## config.mk

```make
export PLATFORM = sky130hd
export DESIGN_NAME = utc_fixed_offset_time_convert_top_flat
export DESIGN_NICKNAME = d
export VERILOG_FILES = /design/src/rtl/core/utcfo_pkg.sv /design/src/rtl/core/utcfo_if.sv /design/src/rtl/core/utcfo_shift.sv /design/src/rtl/core/utc_fixed_offset_time_convert_top.sv /design/src/flat_wrapper.sv
export SDC_FILE = /design/constraint.sdc
export NUM_CORES = 1
export LEC_CHECK = 0
export BUFFER_PORTS_ARGS = -buffer_cell sky130_fd_sc_hd__buf_2
export CAP_MARGIN = 20
export CORE_ASPECT_RATIO = 2
export CORE_MARGIN = 2
export CORE_UTILIZATION = 45
export CTS_CLUSTER_DIAMETER = 200
export DETAILED_ROUTE_END_ITERATION = 7
export PLACE_DENSITY = 0.66
export SKIP_CTS_REPAIR_TIMING = 1
export SYNTH_ARGS = -nofsm -noshare
export SYNTH_HDL_FRONTEND = slang
export SYNTH_SLANG_ARGS = --single-unit
```

## constraint.sdc

```tcl
create_clock -name clk -period 6.9 [get_ports clk]
set_clock_uncertainty 0.15 [all_clocks]
set_input_delay 0.69 -clock clk [delete_from_list [all_inputs] [get_ports clk]]
set_output_delay 0.69 -clock clk [all_outputs]
set_load 0.02 [all_outputs]
```

## src/rtl/core/utcfo_pkg.sv

```systemverilog
// ---------------------------------------------------------------------------
// utcfo_pkg
// Types, constants and calendar helpers for the fixed-offset time converter.
// ---------------------------------------------------------------------------
package utcfo_pkg;

  localparam int YearW  = 8;
  localparam int MonthW = 4;
  localparam int DayW   = 5;
  localparam int HourW  = 5;

  // direction codes
  localparam logic KindToLocal = 1'b0;
  localparam logic KindToUtc   = 1'b1;

  localparam int BaseYear = 2000;

  localparam logic [HourW-1:0]  HourShift     = HourW'(8);
  localparam logic [HourW:0]    HoursPerDay   = (HourW+1)'(24);
  localparam logic [HourW-1:0]  HourBorrowAdd = HourW'(24 - 8);
  localparam logic [MonthW:0]   MonthsPerYear = (MonthW+1)'(12);
  localparam logic [MonthW-1:0] MonthLast     = MonthW'(12);
  localparam logic [MonthW-1:0] MonthFirst    = MonthW'(1);
  localparam logic [DayW-1:0]   DayFirst      = DayW'(1);

  localparam logic [MonthW-1:0] MonFeb = MonthW'(2);
  localparam logic [MonthW-1:0] MonApr = MonthW'(4);
  localparam logic [MonthW-1:0] MonJun = MonthW'(6);
  localparam logic [MonthW-1:0] MonSep = MonthW'(9);
  localparam logic [MonthW-1:0] MonNov = MonthW'(11);

  // century years in range that are not leap years (2400 lies beyond the wrap)
  localparam logic [YearW-1:0] Century2100 = YearW'(2100 - BaseYear);
  localparam logic [YearW-1:0] Century2200 = YearW'(2200 - BaseYear);

  typedef struct packed {
    logic              kind;
    logic [YearW-1:0]  year;
    logic [MonthW-1:0] month;
    logic [DayW-1:0]   day;
    logic [HourW-1:0]  hour;
  } utcfo_item_t;

  typedef struct packed {
    logic [YearW-1:0]  year;
    logic [MonthW-1:0] month;
    logic [DayW-1:0]   day;
    logic [HourW-1:0]  hour;
  } utcfo_res_t;

  function automatic logic is_leap(input logic [YearW-1:0] year);
    // base year is a multiple of 400, so the low two bits decide divisibility by 4
    return (year[1:0] == 2'b00) && (year != Century2100) && (year != Century2200);
  endfunction

  function automatic logic [DayW-1:0] month_len(input logic [YearW-1:0]  year,
                                                input logic [MonthW-1:0] month);
    logic [DayW-1:0] len;
    len = DayW'(31);
    if (month == MonFeb) begin
      len = is_leap(year) ? DayW'(29) : DayW'(28);
    end else if (month == MonApr || month == MonJun || month == MonSep ||
                 month == MonNov) begin
      len = DayW'(30);
    end
    return len;
  endfunction

endpackage

```

## src/rtl/core/utcfo_if.sv

```systemverilog
// ---------------------------------------------------------------------------
// utcfo channel interfaces
// Valid/ready channels for date-hour items and converted results.
// ---------------------------------------------------------------------------
interface utcfo_in_if;
  logic       valid;
  logic       ready;
  logic       kind;
  logic [7:0] year;
  logic [3:0] month;
  logic [4:0] day;
  logic [4:0] hour;

  modport source (output valid, kind, year, month, day, hour, input ready);
  modport sink   (input valid, kind, year, month, day, hour, output ready);
endinterface

interface utcfo_out_if;
  logic       valid;
  logic       ready;
  logic [7:0] out_year;
  logic [3:0] out_month;
  logic [4:0] out_day;
  logic [4:0] out_hour;

  modport source (output valid, out_year, out_month, out_day, out_hour, input ready);
  modport sink   (input valid, out_year, out_month, out_day, out_hour, output ready);
endinterface

```

## src/rtl/core/utcfo_shift.sv

```systemverilog
// ---------------------------------------------------------------------------
// utcfo_shift
// Eight-hour shift of a date and hour with day, month and year carry/borrow.
// ---------------------------------------------------------------------------
module utcfo_shift (
  input  utcfo_pkg::utcfo_item_t item,
  output utcfo_pkg::utcfo_res_t  res
);
  import utcfo_pkg::*;

  logic [HourW:0]    hr_sum;
  logic              hr_carry;
  logic [DayW:0]     day_inc;
  logic              day_over;
  logic [MonthW:0]   mon_inc;
  logic              mon_over;
  logic [DayW-1:0]   len_cur;
  logic              hr_borrow;
  logic              day_low;
  logic              mon_low;
  logic [MonthW-1:0] mon_prev;
  logic [YearW-1:0]  yr_prev;
  logic [DayW-1:0]   len_prev;

  always_comb begin
    // forward path
    hr_sum   = {1'b0, item.hour} + {1'b0, HourShift};
    hr_carry = (hr_sum >= HoursPerDay);
    len_cur  = month_len(item.year, item.month);
    day_inc  = {1'b0, item.day} + (DayW+1)'(1);
    day_over = (day_inc > {1'b0, len_cur});
    mon_inc  = {1'b0, item.month} + (MonthW+1)'(1);
    mon_over = (mon_inc > MonthsPerYear);

    // backward path
    hr_borrow = (item.hour < HourShift);
    day_low   = (item.day <= DayFirst);
    mon_low   = (item.month <= MonthFirst);
    mon_prev  = mon_low ? MonthLast : item.month - MonthFirst;
    yr_prev   = mon_low ? item.year - YearW'(1) : item.year;
    len_prev  = month_len(yr_prev, mon_prev);

    res.year  = item.year;
    res.month = item.month;
    res.day   = item.day;
    res.hour  = item.hour;

    if (item.kind == KindToLocal) begin
      if (hr_carry) begin
        res.hour = HourW'(hr_sum - HoursPerDay);
        if (day_over) begin
          res.day = DayFirst;
          if (mon_over) begin
            res.month = MonthFirst;
            res.year  = item.year + YearW'(1);
          end else begin
            res.month = mon_inc[MonthW-1:0];
          end
        end else begin
          res.day = day_inc[DayW-1:0];
        end
      end else begin
        res.hour = hr_sum[HourW-1:0];
      end
    end else begin
      if (hr_borrow) begin
        res.hour = item.hour + HourBorrowAdd;
        if (day_low) begin
          res.month = mon_prev;
          res.year  = yr_prev;
          res.day   = len_prev;
        end else begin
          res.day = item.day - DayFirst;
        end
      end else begin
        res.hour = item.hour - HourShift;
      end
    end
  end

endmodule

```

## src/rtl/core/utc_fixed_offset_time_convert_top.sv

```systemverilog
// ---------------------------------------------------------------------------
// utc_fixed_offset_time_convert_top
// Shifts a date and hour by eight hours, UTC to local or local to UTC.
// ---------------------------------------------------------------------------
//  channel  | port    | direction | payload
//  ---------+---------+-----------+------------------------------------------
//  input    | in_ch   | sink      | kind, year, month, day, hour
//  result   | out_ch  | source    | out_year, out_month, out_day, out_hour
//
//  one transfer per cycle in each direction while the result is not stalled;
//  input register, then result register, with the date logic between them
//  ready runs backward through both stages, so a stalled result holds the
//  result register and the input register keeps taking items until both fill
//  synchronous active-low reset empties both stages
// ---------------------------------------------------------------------------
module utc_fixed_offset_time_convert_top (
  input logic        clk,
  input logic        rst_n,
  utcfo_in_if.sink   in_ch,
  utcfo_out_if.source out_ch
);
  import utcfo_pkg::*;

  logic        s1_valid_r;
  utcfo_item_t s1_item_r;
  logic        out_valid_r;
  utcfo_res_t  out_res_r;
  utcfo_res_t  res_c;
  logic        s1_adv;
  logic        in_xfer;

  assign s1_adv      = !out_valid_r || out_ch.ready;
  assign in_ch.ready = !s1_valid_r || s1_adv;
  assign in_xfer     = in_ch.valid && in_ch.ready;

  always_ff @(posedge clk) begin
    if (!rst_n) begin
      s1_valid_r  <= 1'b0;
      out_valid_r <= 1'b0;
    end else begin
      if (in_ch.ready) begin
        s1_valid_r <= in_ch.valid;
      end
      if (s1_adv) begin
        out_valid_r <= s1_valid_r;
      end
    end
  end

  always_ff @(posedge clk) begin
    if (in_xfer) begin
      s1_item_r.kind  <= in_ch.kind;
      s1_item_r.year  <= in_ch.year;
      s1_item_r.month <= in_ch.month;
      s1_item_r.day   <= in_ch.day;
      s1_item_r.hour  <= in_ch.hour;
    end
    if (s1_adv && s1_valid_r) begin
      out_res_r <= res_c;
    end
  end

  utcfo_shift u_shift (
    .item (s1_item_r),
    .res  (res_c)
  );

  assign out_ch.valid     = out_valid_r;
  assign out_ch.out_year  = out_res_r.year;
  assign out_ch.out_month = out_res_r.month;
  assign out_ch.out_day   = out_res_r.day;
  assign out_ch.out_hour  = out_res_r.hour;

  // shifted hour always lands inside a day
  a_hour_range: assert property (@(posedge clk) disable iff (!rst_n)
    out_valid_r |-> (out_res_r.hour < HourW'(24)))
    else $error("converted hour out of range");

  a_in_lands: assert property (@(posedge clk) disable iff (!rst_n)
    in_xfer |=> s1_valid_r)
    else $error("accepted item lost before input register");

  a_s1_holds: assert property (@(posedge clk) disable iff (!rst_n)
    (s1_valid_r && !s1_adv) |=> (s1_valid_r && $stable(s1_item_r)))
    else $error("input register changed while result stalled");

  a_s1_to_out: assert property (@(posedge clk) disable iff (!rst_n)
    (s1_valid_r && s1_adv) |=> out_valid_r)
    else $error("item dropped between stages");

endmodule
```

## src/flat_wrapper.sv

```systemverilog
// flat-port wrapper written by rule: the top's interface ports become plain ports
module utc_fixed_offset_time_convert_top_flat import utcfo_pkg::*;
  (clk, rst_n, in_ch_valid, in_ch_kind, in_ch_year, in_ch_month, in_ch_day, in_ch_hour, in_ch_ready, out_ch_valid, out_ch_out_year, out_ch_out_month, out_ch_out_day, out_ch_out_hour, out_ch_ready);
  utcfo_in_if in_ch_i ();
  utcfo_out_if out_ch_i ();
  input logic clk;
  input logic rst_n;
  input wire logic [$bits(in_ch_i.valid)-1:0] in_ch_valid;
  input wire logic [$bits(in_ch_i.kind)-1:0] in_ch_kind;
  input wire logic [$bits(in_ch_i.year)-1:0] in_ch_year;
  input wire logic [$bits(in_ch_i.month)-1:0] in_ch_month;
  input wire logic [$bits(in_ch_i.day)-1:0] in_ch_day;
  input wire logic [$bits(in_ch_i.hour)-1:0] in_ch_hour;
  output wire logic [$bits(in_ch_i.ready)-1:0] in_ch_ready;
  output wire logic [$bits(out_ch_i.valid)-1:0] out_ch_valid;
  output wire logic [$bits(out_ch_i.out_year)-1:0] out_ch_out_year;
  output wire logic [$bits(out_ch_i.out_month)-1:0] out_ch_out_month;
  output wire logic [$bits(out_ch_i.out_day)-1:0] out_ch_out_day;
  output wire logic [$bits(out_ch_i.out_hour)-1:0] out_ch_out_hour;
  input wire logic [$bits(out_ch_i.ready)-1:0] out_ch_ready;
  assign in_ch_i.valid = in_ch_valid;
  assign in_ch_i.kind = in_ch_kind;
  assign in_ch_i.year = in_ch_year;
  assign in_ch_i.month = in_ch_month;
  assign in_ch_i.day = in_ch_day;
  assign in_ch_i.hour = in_ch_hour;
  assign in_ch_ready = in_ch_i.ready;
  assign out_ch_valid = out_ch_i.valid;
  assign out_ch_out_year = out_ch_i.out_year;
  assign out_ch_out_month = out_ch_i.out_month;
  assign out_ch_out_day = out_ch_i.out_day;
  assign out_ch_out_hour = out_ch_i.out_hour;
  assign out_ch_i.ready = out_ch_ready;
  utc_fixed_offset_time_convert_top u_core (.clk(clk), .rst_n(rst_n), .in_ch(in_ch_i), .out_ch(out_ch_i));
endmodule
```

Word-level counts from Yosys, hierarchy flattened
Index checks and enable logic that the tools add are counted.
- register bits after elaboration: 47
- output and inout bits: 24
- add/sub/neg operators: 10
- order comparisons: 6
- eq/ne operators: 14
- muxes and demuxes: 19
- reduce and logical (&&, ||, !) cells: 18
- operators by type and width (kind ; number):
    17-bit 2-to-1 mux ; 2
    12-bit 2-to-1 mux ; 2
    22-bit 2-to-1 mux ; 1
    5-bit 2-to-1 mux ; 4
    4-bit by 3-bit equality test with 1-bit output, second input constant ; 4
    4-bit equality test, second input constant ; 4
    8-bit 2-to-1 mux ; 2
    8-bit by 7-bit != test with 1-bit output, second input constant ; 2
    8-bit != test, second input constant ; 2
    8-bit by 1-bit adder with 8-bit output, second input constant ; 1
    4-bit by 2-bit equality test with 1-bit output, second input constant ; 2
    1-bit logical OR ; 8
    4-bit 2-to-1 mux ; 2
    8-bit by 1-bit subtractor with 8-bit output, second input constant ; 1
    5-bit by 1-bit adder with 6-bit output, second input constant ; 1
    5-bit by 4-bit adder with 6-bit output, second input constant ; 1
    6-bit by 5-bit >= comparator with 1-bit output, second input constant ; 1
    6-bit by 5-bit greater-than comparator with 1-bit output ; 1
    1-bit logical AND ; 6
    4-bit by 1-bit adder with 5-bit output, second input constant ; 1
    5-bit adder, second input constant ; 1
    5-bit by 4-bit greater-than comparator with 1-bit output, second input constant ; 1
    5-bit by 1-bit less-or-equal comparator with 1-bit output, second input constant ; 1
    5-bit by 4-bit < comparator with 1-bit output, second input constant ; 1
    other kinds (9) ; 15

Longest topological paths before layout
- word-level depth: 11
- depth in mapped cells: 14

Modules after synthesis
A second synthesis with hierarchy kept.
- cells, all modules: 273
- area total of the unflattened synthesis: 2919.0 µm²
- by module, submodules not included (module ; instances ; cells each ; area an instance (µm²) ; sequential area each (µm²)):
    utcfo_shift ; 1 ; 219 ; 1463.9 ; 0.0
    utc_fixed_offset_time_convert_top ; 1 ; 54 ; 1455.1 ; 1391.3

Worst setup path after synthesis
Ideal clock, no wire load.
- kind: reg2reg
- from: register u_core.s1_item_r[18] in the netlist's numbering
- to: register u_core.out_res_r, in the netlist u_core.out_ch.out_month[0] (data pin)
- arrival: 2667 ps
- data required time: 6478 ps
- slack: 3811 ps
- stages on the path, launching flop included: 14
- path through: edfxtp_1 buf_4 nor4b_1 a31oi_1 nand3_1 nand3_1 ha_1 and2b_2 o211ai_2 o31ai_4 and2_1 buf_4 nand2_1 mux4_2
- RTL lines (what ; RTL line ; RTL):
    from (decl) ; utc_fixed_offset_time_convert_top.sv:25 ; utcfo_item_t s1_item_r;
    to (signal assigned) ; utc_fixed_offset_time_convert_top.sv:59 ; out_res_r <= res_c;
    to (decl) ; utc_fixed_offset_time_convert_top.sv:27 ; utcfo_res_t out_res_r;

==> flow_summary.json <==
{
  "io_pins": 51,
  "die_h_um": 118,
  "grt_pass1_vias": 2175,
  "clock-sinks": 47,
  "internal-power_w": 0.000506,
  "syn_inst": 270,
  "nFillCells": 561,
  "tightest_slew_ps": 989,
  "p_seq_frac": 0.513,
  "finalHoldViolations": 0,
  "die_area_sq_um": 7210,
  "drtAntennaViolNets": 0,
  "avgRoutedWirePerCell_um": 16.2,
  "vias_per_cell": 5.69,
  "place_area_sq_um": 3180,
  "initial_utilization": 0.464,
  "cp-end-kind": "register",
  "cp_max_fo": 9,
  "synth_edf_count": 45,
  "clock_path_buffers": 2,
  "ir_drop_uv": 116,
  "nets": 356,
  "power_frac_clock": 0.348,
  "relSlewSlack": 0.336,
  "die_w_um": 61.1,
  "placementRows": 41,
  "avgSynthCellArea_sq_um": 10.8,
  "coreArea_sq_um": 6310,
  "syn_to_final_growth_pct": 14.2,
  "dpl.hpwl_um": 4950,
  "switching_share": 0.260,
  "synth-seq-area-share": 0.475,
  "worst_setup_path_start_kind": "register",
  "cts_buffers": 5,
  "p_sw_w": 0.000178,
  "fmax_mhz": 286,
  "p_comb_frac": 0.139,
  "grtUsageTotal": 0.192,
  "grt_setup_unrepaired": "no",
  "holdWs_ps": 309,
  "syn_nets": 312,
  "setup-tns-final_ps": 0,
  "ys_seq_elements": 47,
  "power.leakage_nw": 1.28,
  "multi_input_area_sq_um": 1380,
  "worstHoldPathType": "reg2reg",
  "place.gp.congestion": 0.944,
  "num_vias": 2283,
  "synth_area_sq_um": 2930,
  "io_buffers": 50,
  "antenna_found_initial": 0,
  "dp_slack_ps": 3440,
  "async_flop_share": 0,
  "final_common_cell": "buf_2",
  "grt_max_degree": 27,
  "cts_tree": "yes",
  "grt-ovfl-total": 0,
  "mostFrequentLayoutCells": "buf_2 (50), edfxtp_1 (45), nor2_1 (18), nand2_1 (18), a21oi_1 (16)",
  "status": "finished, final reports clean",
  "setup-violations-final": 0,
  "power_density_nw_per_um2": 204,
  "worst_slack_ps": 3410,
  "cp.arrival_ps": 3370,
  "clkLatencyLatePin_ps": 290,
  "layout-drive-gt1-share": 0.235,
  "maxCapViolCount": 0,
  "p_total_w": 0.000683,
  "rr_startpoint": "u_core.s1_item_r[21]",
  "ys_types": 62,
  "ff_latch_area_sq_um": 1390,
  "drt_iter0_markers": 98,
  "stdcell_area_sq_um": 3340,
  "routed_wirelength_um": 6490,
  "drv_slew": 0,
  "finalCritPeriodShare": 0.506,
  "hold_path.startpoint": "u_core.s1_item_r[0]",
  "post-route-min-period_ps": 3490,
  "crit_type": "reg2reg",
  "firstDrtPassIters": 4,
  "htree_levels": 2,
  "critPathRequiredTime_ps": 6780,
  "diodes": 0,
  "startpoint": "u_core.s1_item_r[21]",
  "ys_warn_count": 0,
  "cts_root_buf": "clkbuf_16",
  "drc": 0,
  "cts.clk_slew.worst_paths_ps": 60,
  "ys.flop_type": "edfxtp_1",
  "grt_pass1_wl_um": 10300
}
[logic make-up after synthesis]
group           after synthesis  synth area share
flops                        47             0.475
compound gates               69             0.168
mux                           4            0.0179
simple gates                 95             0.181
buf+inv                      28            0.0555
fa+ha+maj                    15            0.0641
xor+xnor                     12            0.0384
[power by group through the flow]
stage / clock [W] / sequential, W / combinational [W]
floorplan: 0 / 0.000356 / 0.0000659
global placement: 0 / 0.000356 / 0.0000924
detailed placement: 0 / 0.000357 / 0.0000939
CTS: 0.000245 / 0.000350 / 0.0000942
global route: 0.000251 / 0.000353 / 0.000104
finish: 0.000238 / 0.000351 / 0.0000952
[stage by stage]
stage | std cells | util
global placement | 392 | 0.504
detailed placement | 392 | 0.504
floorplan | 270 | -
CTS | 400 | 0.528
global route | 401 | 0.530
finish | 401 | 0.530
[sequential cells by signal (all words and copies together) (netlist names)]
name,flops
u_core.s1_valid_r,1
u_core.out_ch.out_year,8
u_core.out_ch.valid,1
u_core.out_ch.out_hour,5
u_core.out_ch.out_day,5
u_core.s1_item_r,23
u_core.out_ch.out_month,4
[layout make-up]
class,count,area share
inverters,13,0.0146
flip-flops and latches,47,0.416
clock buffers,6,0.0385
repair buffers,52,0.0816
well taps,86,0.0322
clock inverters,2,0.00524
multi-input cells,195,0.412
[routing by layer]
| metal | track usage | routed length, um | vias up |
|---|---|---|---|
| met3 | 0.0319 | 271 | 19 |
| met4 | 0.110 | 274 | 0 |
| met5 | 0 | 0 | - |
| met1 | 0.188 | 2170 | 1079 |
| met2 | 0.349 | 3770 | 84 |
| li1 | - | - | 1101 |
[cell usage after synthesis (2+ instances only)]
cell / instances / area share
nand4b_1: 2 / 0.0060
xnor2_1: 4 / 0.012
ha_1: 15 / 0.064
o21ai_0: 11 / 0.019
buf_4: 2 / 0.0051
nor3_1: 6 / 0.010
o21bai_1: 2 / 0.0051
nand3_1: 11 / 0.019
clkbuf_8: 2 / 0.0094
dfxtp_1: 2 / 0.014
inv_1: 13 / 0.017
o21a_1: 3 / 0.0077
clkbuf_1: 6 / 0.0077
nor4b_1: 5 / 0.015
nand3b_1: 3 / 0.0077
a211oi_1: 4 / 0.010
nor2_1: 18 / 0.023
o31ai_1: 3 / 0.0077
edfxtp_1: 45 / 0.46
or3_1: 2 / 0.0043
and3_2: 2 / 0.0051
a21oi_1: 16 / 0.027
xor2_1: 7 / 0.021
buf_6: 4 / 0.015
and3_1: 2 / 0.0043
mux2i_1: 3 / 0.010
a22oi_1: 3 / 0.0077
or3_2: 2 / 0.0051
nand2b_1: 3 / 0.0064
o22ai_1: 3 / 0.0064
o41ai_1: 2 / 0.0060
nor2b_1: 4 / 0.0085
nand2_1: 18 / 0.023
a31oi_1: 9 / 0.019
and2_1: 5 / 0.011
nand4_1: 2 / 0.0043
[worst max-delay path, stage by stage (launching register included)]
cell and delay, ps:
edfxtp_1 480, nand3b_1 230, nor4b_1 290, a31oi_1 80, nand3_1 110, nand3_1 90, ha_1 200, and2b_2 210
o211ai_2 120, o31ai_4 390, and2_1 360, nand2_1 80, mux4_2 450
[worst paths after layout]
path,depth (start not counted),slack [ps],endpoint
setup / recovery,12,3410,u_core.out_ch.out_month[0]
hold / removal,0,310,u_core.out_ch.out_hour[0]
setup reg to reg,12,3410,u_core.out_ch.out_month[0]
hold reg to reg,0,310,u_core.out_ch.out_hour[0]
Power figures use the tool's default switching activity.
